===== src/sv/drd_pkg.sv =====
`timescale 1ns / 1ps
// Package for the detection row decoder: field widths, row layout constants
// and configuration register indexes. No dependencies.
package drd_pkg;

  // Field widths.
  localparam int ElemW    = 16;
  localparam int CoordW   = 19;
  localparam int ClassW   = 6;
  localparam int ScoreW   = 16;
  localparam int ScaleW   = 14;
  localparam int LenW     = 7;
  localparam int MaskW    = 64;
  localparam int CfgIdxW  = 3;
  localparam int CfgDataW = 64;

  // Signed corner product: coordinate sum times the zero-extended scale.
  localparam int ProdW    = CoordW + ScaleW + 1;
  // Coordinates are in 1/16 pixel, so the Q0.16 product drops 13 bits.
  localparam int CoordShift = 13;

  // Row layout.
  localparam logic [LenW-1:0] BoxFields = 7'd4;
  localparam logic [LenW-1:0] ConfPos   = 7'd4;
  localparam logic [LenW-1:0] ClassBase = 7'd5;

  // Configuration register indexes.
  localparam logic [CfgIdxW-1:0] RegConfThreshold = 3'd0;
  localparam logic [CfgIdxW-1:0] RegImageWidth    = 3'd1;
  localparam logic [CfgIdxW-1:0] RegImageHeight   = 3'd2;
  localparam logic [CfgIdxW-1:0] RegRowLength     = 3'd3;
  localparam logic [CfgIdxW-1:0] RegFilterEnable  = 3'd4;
  localparam logic [CfgIdxW-1:0] RegClassMask     = 3'd5;

  // Reset values of the registers.
  localparam logic [ScaleW-1:0] ImageSizeReset = 14'd640;
  localparam logic [LenW-1:0]   RowLengthReset = 7'd6;

endpackage


===== src/sv/drd_if.sv =====
`timescale 1ns / 1ps
// Stream interfaces of the detection row decoder: row elements in, detections out.
// Depends on drd_pkg for the field widths.
interface drd_elem_if;
  logic                          valid;
  logic                          ready;
  logic [drd_pkg::ElemW-1:0]     element;

  modport source (output valid, output element, input ready);
  modport sink   (input valid, input element, output ready);
  modport monitor (input valid, input element, input ready);
endinterface

interface drd_det_if;
  logic                                 valid;
  logic                                 ready;
  logic signed [drd_pkg::CoordW-1:0]    left;
  logic signed [drd_pkg::CoordW-1:0]    top;
  logic signed [drd_pkg::CoordW-1:0]    right;
  logic signed [drd_pkg::CoordW-1:0]    bottom;
  logic        [drd_pkg::ClassW-1:0]    cls_idx;
  logic        [drd_pkg::ScoreW-1:0]    score;

  modport source (output valid, output left, output top, output right, output bottom,
                  output cls_idx, output score, input ready);
  modport sink   (input valid, input left, input top, input right, input bottom,
                  input cls_idx, input score, output ready);
  modport monitor (input valid, input left, input top, input right, input bottom,
                   input cls_idx, input score, input ready);
endinterface


===== src/sv/detection_row_decode_top.sv =====
`timescale 1ns / 1ps
// Top level of the detection row decoder: row element stream in, detection stream out.
// Depends on drd_pkg and on the interfaces in drd_if.sv.
//
//   channel   direction  word                                       handshake
//   elem_i    in         element (Q0.16)                            valid / ready
//   det_o     out        left, top, right, bottom, cls_idx, score   valid / ready
//   cfg       in         cfg_index_i, cfg_data_i                    cfg_we_i, no wait
//
// One element word is taken per cycle. The row state (box fields, confidence and the
// running class argmax) is updated in the cycle of acceptance. The last element of a row
// starts a three-stage pass: corner sums, then the five multipliers (score and four
// corners), then the threshold test into the output register. A stalled output holds
// its word; the two stages behind it keep filling, and the input stalls only when all
// of them are occupied. Reset clears row state, stage valid bits and the configuration
// registers to their defaults.
module detection_row_decode_top #(
  parameter int MAX_CLASSES = 64
) (
  input  logic                           clk_i,
  input  logic                           rst_ni,
  input  logic                           cfg_we_i,
  input  logic [drd_pkg::CfgIdxW-1:0]    cfg_index_i,
  input  logic [drd_pkg::CfgDataW-1:0]   cfg_data_i,
  drd_elem_if.sink                       elem_i,
  drd_det_if.source                      det_o
);

  // Longest row: the box fields, confidence and one score per class.
  localparam logic [drd_pkg::LenW-1:0] LenMax =
    drd_pkg::LenW'(int'(drd_pkg::ClassBase) + MAX_CLASSES);

  // ------------------------------------------------------------------
  // Configuration registers.
  // ------------------------------------------------------------------
  logic [drd_pkg::ScoreW-1:0] thr_q;
  logic [drd_pkg::ScaleW-1:0] img_w_q;
  logic [drd_pkg::ScaleW-1:0] img_h_q;
  logic [drd_pkg::LenW-1:0]   row_len_q;
  logic                       filt_en_q;
  logic [drd_pkg::MaskW-1:0]  class_mask_q;

  always_ff @(posedge clk_i or negedge rst_ni) begin
    if (!rst_ni) begin
      thr_q        <= '0;
      img_w_q      <= drd_pkg::ImageSizeReset;
      img_h_q      <= drd_pkg::ImageSizeReset;
      row_len_q    <= drd_pkg::RowLengthReset;
      filt_en_q    <= 1'b0;
      class_mask_q <= '0;
    end else if (cfg_we_i) begin
      case (cfg_index_i)
        drd_pkg::RegConfThreshold: thr_q        <= cfg_data_i[drd_pkg::ScoreW-1:0];
        drd_pkg::RegImageWidth:    img_w_q      <= cfg_data_i[drd_pkg::ScaleW-1:0];
        drd_pkg::RegImageHeight:   img_h_q      <= cfg_data_i[drd_pkg::ScaleW-1:0];
        drd_pkg::RegRowLength:     row_len_q    <= cfg_data_i[drd_pkg::LenW-1:0];
        drd_pkg::RegFilterEnable:  filt_en_q    <= cfg_data_i[0];
        drd_pkg::RegClassMask:     class_mask_q <= cfg_data_i[drd_pkg::MaskW-1:0];
        default: ;
      endcase
    end
  end

  // ------------------------------------------------------------------
  // Handshake chain. Each stage may load when it is empty or when the
  // stage after it takes its contents in the same cycle.
  // ------------------------------------------------------------------
  logic s1_valid_q, s2_valid_q, out_valid_q;
  logic out_free, s2_ready, s1_ready, accept;

  assign out_free     = !out_valid_q || det_o.ready;
  assign s2_ready     = !s2_valid_q || out_free;
  assign s1_ready     = !s1_valid_q || s2_ready;
  assign elem_i.ready = s1_ready;
  assign accept       = elem_i.valid && s1_ready;

  // ------------------------------------------------------------------
  // Row state and element decode.
  // ------------------------------------------------------------------
  logic [drd_pkg::LenW-1:0]   idx_q;
  logic [drd_pkg::ElemW-1:0]  box_q [4];
  logic [drd_pkg::ElemW-1:0]  obj_q;
  logic [drd_pkg::ElemW-1:0]  best_q;
  logic [drd_pkg::ClassW-1:0] best_idx_q;

  logic [drd_pkg::LenW-1:0]   len_eff;
  logic [drd_pkg::LenW:0]     idx_inc;
  logic                       is_last;
  logic                       is_class;
  logic [drd_pkg::LenW-1:0]   class_pos;
  logic                       take;
  logic [drd_pkg::ElemW-1:0]  obj_d;
  logic [drd_pkg::ElemW-1:0]  best_d;
  logic [drd_pkg::ClassW-1:0] best_idx_d;

  always_comb begin
    // A length outside the legal range is clamped to it.
    if (row_len_q < drd_pkg::ClassBase) begin
      len_eff = drd_pkg::ClassBase;
    end else if (row_len_q > LenMax) begin
      len_eff = LenMax;
    end else begin
      len_eff = row_len_q;
    end
    idx_inc   = {1'b0, idx_q} + 8'd1;
    // A length shortened mid-row ends the row at the first element past the new end.
    is_last   = !(idx_inc < {1'b0, len_eff});
    is_class  = (idx_q >= drd_pkg::ClassBase) && (idx_q < LenMax);
    class_pos = idx_q - drd_pkg::ClassBase;
    // Strict compare, so the earliest maximum keeps the class.
    take       = is_class && (elem_i.element > best_q);
    best_d     = take ? elem_i.element : best_q;
    best_idx_d = take ? class_pos[drd_pkg::ClassW-1:0] : best_idx_q;
    obj_d      = (idx_q == drd_pkg::ConfPos) ? elem_i.element : obj_q;
  end

  always_ff @(posedge clk_i or negedge rst_ni) begin
    if (!rst_ni) begin
      idx_q      <= '0;
      box_q[0]   <= '0;
      box_q[1]   <= '0;
      box_q[2]   <= '0;
      box_q[3]   <= '0;
      obj_q      <= '0;
      best_q     <= '0;
      best_idx_q <= '0;
    end else if (accept) begin
      if (idx_q < drd_pkg::BoxFields) begin
        box_q[idx_q[1:0]] <= elem_i.element;
      end
      obj_q <= obj_d;
      if (is_last) begin
        idx_q      <= '0;
        best_q     <= '0;
        best_idx_q <= '0;
      end else begin
        idx_q      <= idx_inc[drd_pkg::LenW-1:0];
        best_q     <= best_d;
        best_idx_q <= best_idx_d;
      end
    end
  end

  // ------------------------------------------------------------------
  // Stage 1: corner sums of the finished row. The box fields are always
  // stored by the time a row ends, since every row has at least five elements.
  // ------------------------------------------------------------------
  logic signed [drd_pkg::CoordW-1:0] s1_xl_q, s1_xr_q, s1_yt_q, s1_yb_q;
  logic [drd_pkg::ElemW-1:0]         s1_obj_q, s1_best_q;
  logic [drd_pkg::ClassW-1:0]        s1_cls_q;
  logic signed [drd_pkg::CoordW-1:0] cx2, cy2, w_s, h_s;
  logic                              s1_load;

  assign s1_load = accept && is_last;
  assign cx2 = $signed({2'b00, box_q[0], 1'b0});
  assign cy2 = $signed({2'b00, box_q[1], 1'b0});
  assign w_s = $signed({3'b000, box_q[2]});
  assign h_s = $signed({3'b000, box_q[3]});

  always_ff @(posedge clk_i or negedge rst_ni) begin
    if (!rst_ni) begin
      s1_valid_q <= 1'b0;
    end else if (s1_load) begin
      s1_valid_q <= 1'b1;
    end else if (s2_ready) begin
      s1_valid_q <= 1'b0;
    end
  end

  always_ff @(posedge clk_i) begin
    if (s1_load) begin
      s1_xl_q   <= cx2 - w_s;
      s1_xr_q   <= cx2 + w_s;
      s1_yt_q   <= cy2 - h_s;
      s1_yb_q   <= cy2 + h_s;
      s1_obj_q  <= obj_d;
      s1_best_q <= best_d;
      s1_cls_q  <= best_idx_d;
    end
  end

  // ------------------------------------------------------------------
  // Stage 2: the score product and the four scaled corners, plus the
  // confidence and class filter tests.
  // ------------------------------------------------------------------
  logic signed [drd_pkg::ProdW-1:0]  s2_l_q, s2_r_q, s2_t_q, s2_b_q;
  logic [2*drd_pkg::ElemW-1:0]       s2_prod_q;
  logic                              s2_obj_ok_q, s2_cls_ok_q;
  logic [drd_pkg::ClassW-1:0]        s2_cls_q;
  logic signed [drd_pkg::ScaleW:0]   sc_w, sc_h;

  assign sc_w = $signed({1'b0, img_w_q});
  assign sc_h = $signed({1'b0, img_h_q});

  always_ff @(posedge clk_i or negedge rst_ni) begin
    if (!rst_ni) begin
      s2_valid_q <= 1'b0;
    end else if (s2_ready) begin
      s2_valid_q <= s1_valid_q;
    end
  end

  always_ff @(posedge clk_i) begin
    if (s2_ready && s1_valid_q) begin
      s2_l_q      <= s1_xl_q * sc_w;
      s2_r_q      <= s1_xr_q * sc_w;
      s2_t_q      <= s1_yt_q * sc_h;
      s2_b_q      <= s1_yb_q * sc_h;
      s2_prod_q   <= s1_obj_q * s1_best_q;
      s2_obj_ok_q <= s1_obj_q >= thr_q;
      s2_cls_ok_q <= !filt_en_q || class_mask_q[s1_cls_q];
      s2_cls_q    <= s1_cls_q;
    end
  end

  // ------------------------------------------------------------------
  // Stage 3: score threshold and the output register. A row that fails
  // a test leaves the pipeline here without a word.
  // ------------------------------------------------------------------
  logic [drd_pkg::ScoreW-1:0] s2_score;
  logic                       emit;

  assign s2_score = s2_prod_q[2*drd_pkg::ElemW-1:drd_pkg::ElemW];
  assign emit = s2_valid_q && s2_obj_ok_q && s2_cls_ok_q && (s2_score >= thr_q);

  logic signed [drd_pkg::CoordW-1:0] left_q, top_q, right_q, bottom_q;
  logic [drd_pkg::ClassW-1:0]        cls_q;
  logic [drd_pkg::ScoreW-1:0]        score_q;

  always_ff @(posedge clk_i or negedge rst_ni) begin
    if (!rst_ni) begin
      out_valid_q <= 1'b0;
    end else if (out_free) begin
      out_valid_q <= emit;
    end
  end

  // The arithmetic shift of the product rounds toward minus infinity.
  always_ff @(posedge clk_i) begin
    if (out_free && emit) begin
      left_q   <= s2_l_q[drd_pkg::CoordShift +: drd_pkg::CoordW];
      right_q  <= s2_r_q[drd_pkg::CoordShift +: drd_pkg::CoordW];
      top_q    <= s2_t_q[drd_pkg::CoordShift +: drd_pkg::CoordW];
      bottom_q <= s2_b_q[drd_pkg::CoordShift +: drd_pkg::CoordW];
      cls_q    <= s2_cls_q;
      score_q  <= s2_score;
    end
  end

  assign det_o.valid   = out_valid_q;
  assign det_o.left    = left_q;
  assign det_o.top     = top_q;
  assign det_o.right   = right_q;
  assign det_o.bottom  = bottom_q;
  assign det_o.cls_idx = cls_q;
  assign det_o.score   = score_q;

endmodule


===== src/flat_wrapper.sv =====
// flat-port wrapper written by rule: the top's interface ports become plain ports
module detection_row_decode_top_flat 
#(
  parameter int MAX_CLASSES = 64
)
  (clk_i, rst_ni, cfg_we_i, cfg_index_i, cfg_data_i, elem_i_valid, elem_i_element, elem_i_ready, det_o_valid, det_o_left, det_o_top, det_o_right, det_o_bottom, det_o_cls_idx, det_o_score, det_o_ready);
  drd_elem_if elem_i_i ();
  drd_det_if det_o_i ();
  input  logic clk_i;
  input  logic rst_ni;
  input  logic cfg_we_i;
  input  logic [drd_pkg::CfgIdxW-1:0] cfg_index_i;
  input  logic [drd_pkg::CfgDataW-1:0] cfg_data_i;
  input wire logic [$bits(elem_i_i.valid)-1:0] elem_i_valid;
  input wire logic [$bits(elem_i_i.element)-1:0] elem_i_element;
  output wire logic [$bits(elem_i_i.ready)-1:0] elem_i_ready;
  output wire logic [$bits(det_o_i.valid)-1:0] det_o_valid;
  output wire logic [$bits(det_o_i.left)-1:0] det_o_left;
  output wire logic [$bits(det_o_i.top)-1:0] det_o_top;
  output wire logic [$bits(det_o_i.right)-1:0] det_o_right;
  output wire logic [$bits(det_o_i.bottom)-1:0] det_o_bottom;
  output wire logic [$bits(det_o_i.cls_idx)-1:0] det_o_cls_idx;
  output wire logic [$bits(det_o_i.score)-1:0] det_o_score;
  input wire logic [$bits(det_o_i.ready)-1:0] det_o_ready;
  assign elem_i_i.valid = elem_i_valid;
  assign elem_i_i.element = elem_i_element;
  assign elem_i_ready = elem_i_i.ready;
  assign det_o_valid = det_o_i.valid;
  assign det_o_left = det_o_i.left;
  assign det_o_top = det_o_i.top;
  assign det_o_right = det_o_i.right;
  assign det_o_bottom = det_o_i.bottom;
  assign det_o_cls_idx = det_o_i.cls_idx;
  assign det_o_score = det_o_i.score;
  assign det_o_i.ready = det_o_ready;
  detection_row_decode_top #(.MAX_CLASSES(MAX_CLASSES)) u_core (.clk_i(clk_i), .rst_ni(rst_ni), .cfg_we_i(cfg_we_i), .cfg_index_i(cfg_index_i), .cfg_data_i(cfg_data_i), .elem_i(elem_i_i), .det_o(det_o_i));
endmodule

===== config.mk =====
export PLATFORM = sky130hd
export DESIGN_NAME = detection_row_decode_top_flat
export DESIGN_NICKNAME = d
export VERILOG_FILES = /design/src/sv/drd_pkg.sv /design/src/sv/drd_if.sv /design/src/sv/detection_row_decode_top.sv /design/src/flat_wrapper.sv
export SDC_FILE = /design/constraint.sdc
export NUM_CORES = 2
export LEC_CHECK = 0
export BUFFER_PORTS_ARGS = -buffer_cell sky130_fd_sc_hd__buf_2
export CORE_ASPECT_RATIO = 0.6
export CORE_UTILIZATION = 55
export CTS_CLUSTER_SIZE = 10
export DETAILED_ROUTE_END_ITERATION = 6
export PLACE_DENSITY = 0.7
export SLEW_MARGIN = 20
export SYNTH_ARGS = -nofsm -noshare
export SYNTH_HDL_FRONTEND = slang
export SYNTH_SLANG_ARGS = --single-unit

===== constraint.sdc =====
create_clock -name clk_i -period 7.9 [get_ports clk_i]
set_clock_uncertainty 0.05 [all_clocks]
set_input_delay 0.79 -clock clk_i [delete_from_list [all_inputs] [get_ports clk_i]]
set_output_delay 0.79 -clock clk_i [all_outputs]
set_load 0.01 [all_outputs]

==> impl_metrics.json <==
{
  "first_pass_iters": 7,
  "synth_area_um2": 63350,
  "grt_max_degree": 147,
  "dpl.cell_count": 7645,
  "ys_types": 66,
  "critical_path_class": "reg -> reg",
  "start_kind": "flop",
  "synth_ff_type": "edfxtp_1",
  "grt_pass1_wl_um": 251600,
  "relSlewSlack_pct": 32.61,
  "clockRootBuffer": "clkbuf_16",
  "place_hpwl_um": 123800,
  "post_drt_via_cell_ratio": 5.417,
  "synth_fp_nets": 7769,
  "syn-instance-count": 6082,
  "overflow": 0,
  "cp_data_required_time_ns": 8.29,
  "cp_max_fo": 14,
  "cts.sinks": 534,
  "cts_setup_buffers": 0,
  "ctsHtreeMaxLevel": 3,
  "core_area_um2": 114200,
  "grt_setup_unrepaired": "false",
  "slew_violations": 0,
  "setup_viol": 0,
  "numCtsBuffers": 66,
  "hp-class": "in -> async",
  "clk_latency_ns": 0.70,
  "vias": 42120,
  "critPathArrivalTime_ns": 8.09,
  "antenna_found_initial": 19,
  "hold_violations": 0,
  "min_period_over_period_pct": 97.47,
  "yosys_warnings": 0,
  "yosysSeqAreaShare_pct": 23.52,
  "regToRegSetupSlack_ns": 0.20,
  "cts_max_path_buffers": 3,
  "cts_tree": "built",
  "worst_pin_slew_ns": 1.005,
  "outcome": "finished, final reports clean",
  "die_area_um2": 116600,
  "ys_ff_latch": 534,
  "syn2layout_area_growth_pct": 7.775,
  "clkTransAtPathRegs_ns": 0.06,
  "drc": 0,
  "grt_pass1_vias": 44340,
  "dr.first_iter.drc_count": 3147,
  "period_minus_slack_ns": 7.700,
  "routabilityCongestion": 0.9491,
  "nets": 7881,
  "die_w_um": 440.2,
  "rows": 96,
  "final_cells": 7775,
  "drv_cap": 0,
  "die_h_um": 264.9,
  "synth.avg_cell_area_um2": 10.42,
  "start_util_pct": 55.46,
  "wl_per_cell_um": 19.97,
  "tns_ns": 0,
  "numPortBuffers": 187,
  "max_freq_mhz": 129.9,
  "track_usage_pct": 27.97,
  "boundaryPins": 188,
  "drive_gt1_share_pct": 9.737,
  "ys_async_sr_fraction_pct": 42.70,
  "synth-edff-count": 306,
  "wl_um": 155300,
  "critPathCaptureType": "flop",
  "ant_nets": 0
}
==> registers in the layout, summed over array words and instances, names as in the netlist, 14 cells and up <==
signal,count
u_core.img_h_q,14
u_core.box_q,64
u_core.best_q,16
u_core.det_o.bottom,19
u_core.det_o.left,19
u_core.img_w_q,14
u_core.s2_prod_q,16
u_core.s1_yb_q,18
u_core.obj_q,16
u_core.class_mask_q,64
u_core.s2_l_q,19
u_core.s1_best_q,16
u_core.det_o.top,19
u_core.det_o.right,19
u_core.s2_b_q,19
u_core.thr_q,16
u_core.s2_t_q,19
u_core.s1_xl_q,17
u_core.s1_obj_q,16
u_core.det_o.score,16
u_core.s1_yt_q,17
u_core.s1_xr_q,18
u_core.s2_r_q,19
==> Yosys cell counts (17+ instances only) <==
library cell | count | area share (%)
a41o_1 | 20 | 0.32
o21a_1 | 32 | 0.38
a21o_1 | 41 | 0.49
dfrtp_1 | 222 | 8.8
ha_1 | 554 | 11
mux2_2 | 179 | 3.2
o21ai_0 | 53 | 0.42
clkbuf_1 | 248 | 1.5
nor2_1 | 130 | 0.77
mux4_2 | 21 | 0.75
nand2_1 | 742 | 4.4
nand3_1 | 29 | 0.23
nor2b_1 | 27 | 0.27
xor2_1 | 41 | 0.57
fa_1 | 1045 | 33
edfxtp_1 | 306 | 15
inv_1 | 1237 | 7.3
a21oi_1 | 98 | 0.77
nand2b_1 | 17 | 0.17
xnor2_1 | 116 | 1.6
and2_1 | 633 | 6.3
nor3_1 | 50 | 0.39
o21ai_1 | 33 | 0.26
==> metrics by stage <==
stage	hold WS [ns]	worst slack [ns]	cell area [µm²]	util, %
after global routing	0.07321	0.01402	68260	59.76
final	0.03807	0.1996	68280	59.77
after global placement	0.3505	0.5683	66130	57.89
after CTS	0.05329	0.3747	68250	59.75
after floorplan	0.3503	0.9996	63350	-
after detailed placement	0.3545	0.4268	66140	57.91
==> layout make-up <==
type | instances | area (µm²)
diodes | 12 | 30.03
repair buffers | 297 | 1792
clock buffers | 104 | 1834
well taps | 1519 | 1901
clock inverters | 14 | 267.8
fillers | 9534 | 45950
inverters | 1237 | 4646
multi-input cells | 4058 | 42900
flip-flops and latches | 534 | 14910
==> worst max-delay path, stage by stage, from the launching register on <==
cell	delay [ns]
edfxtp_1	0.64
and2_1	0.27
fa_1	0.53
inv_1	0.05
fa_1	0.49
inv_1	0.06
fa_1	0.49
fa_1	0.51
fa_1	0.49
inv_1	0.05
fa_1	0.47
inv_1	0.04
ha_1	0.30
a211oi_1	0.26
nand2_1	0.08
a21oi_1	0.37
o211ai_1	0.40
a41oi_1	0.64
o31ai_1	0.23
or4_1	0.47
a31o_2	0.27
a21oi_1	0.18
xnor2_1	0.09
==> what timing repair did <==
item,CTS,global route
hold buffers,0,0
gates resized for setup,0,2
endpoints found under the hold margin,0,0
setup endpoints to repair,0,1
==> logic make-up after synthesis <==
family / Yosys count / share of synthesized area [%]
fa+ha+maj: 1599 / 43.96
simple gates: 1689 / 13.13
buf+inv: 1490 / 8.828
compound gates: 392 / 4.102
xor+xnor: 157 / 2.170
mux: 221 / 4.291
flops: 534 / 23.52
==> routing by layer <==
metal  global-route usage (%)  vias up  share of wire [%]
met2                    37.44     1547                 40
met3                    9.478      183                 11
met4                    5.452       12                1.8
met1                    43.67    21370                 48
li1                         -    19000                  -
met5                  0.08271        -              0.047
==> cells in the final DEF (no fill, tap or decap), drive strengths merged, types with 116 or more instances in the layout <==
master	Yosys	routed
xnor2	116	116
inv	1237	1240
fa	1045	1045
dfrtp	222	222
buf	5	297
nor2	130	130
ha	554	554
mux2	195	195
and2	633	633
edfxtp	306	306
nand2	742	742
==> worst paths after layout <==
check	start	endpoint	cells after the start
max	u_core.s1_yb_q[8]	u_core.s2_b_q[31]	22
min	rst_ni	u_core.thr_q[7]	1
max reg2reg	u_core.s1_yb_q[8]	u_core.s2_b_q[31]	22
min reg2reg	u_core.s2_t_q[29]	u_core.det_o.top[16]	0
max in group asynchronous	rst_ni	u_core.img_w_q[3]	2
min in group clk_i	cfg_data_i[14]	u_core.thr_q[14]	3
Power is left out: the tool's default activity adds up to more than one toggle a clock period on the data nets, which glitch-free logic cannot reach.
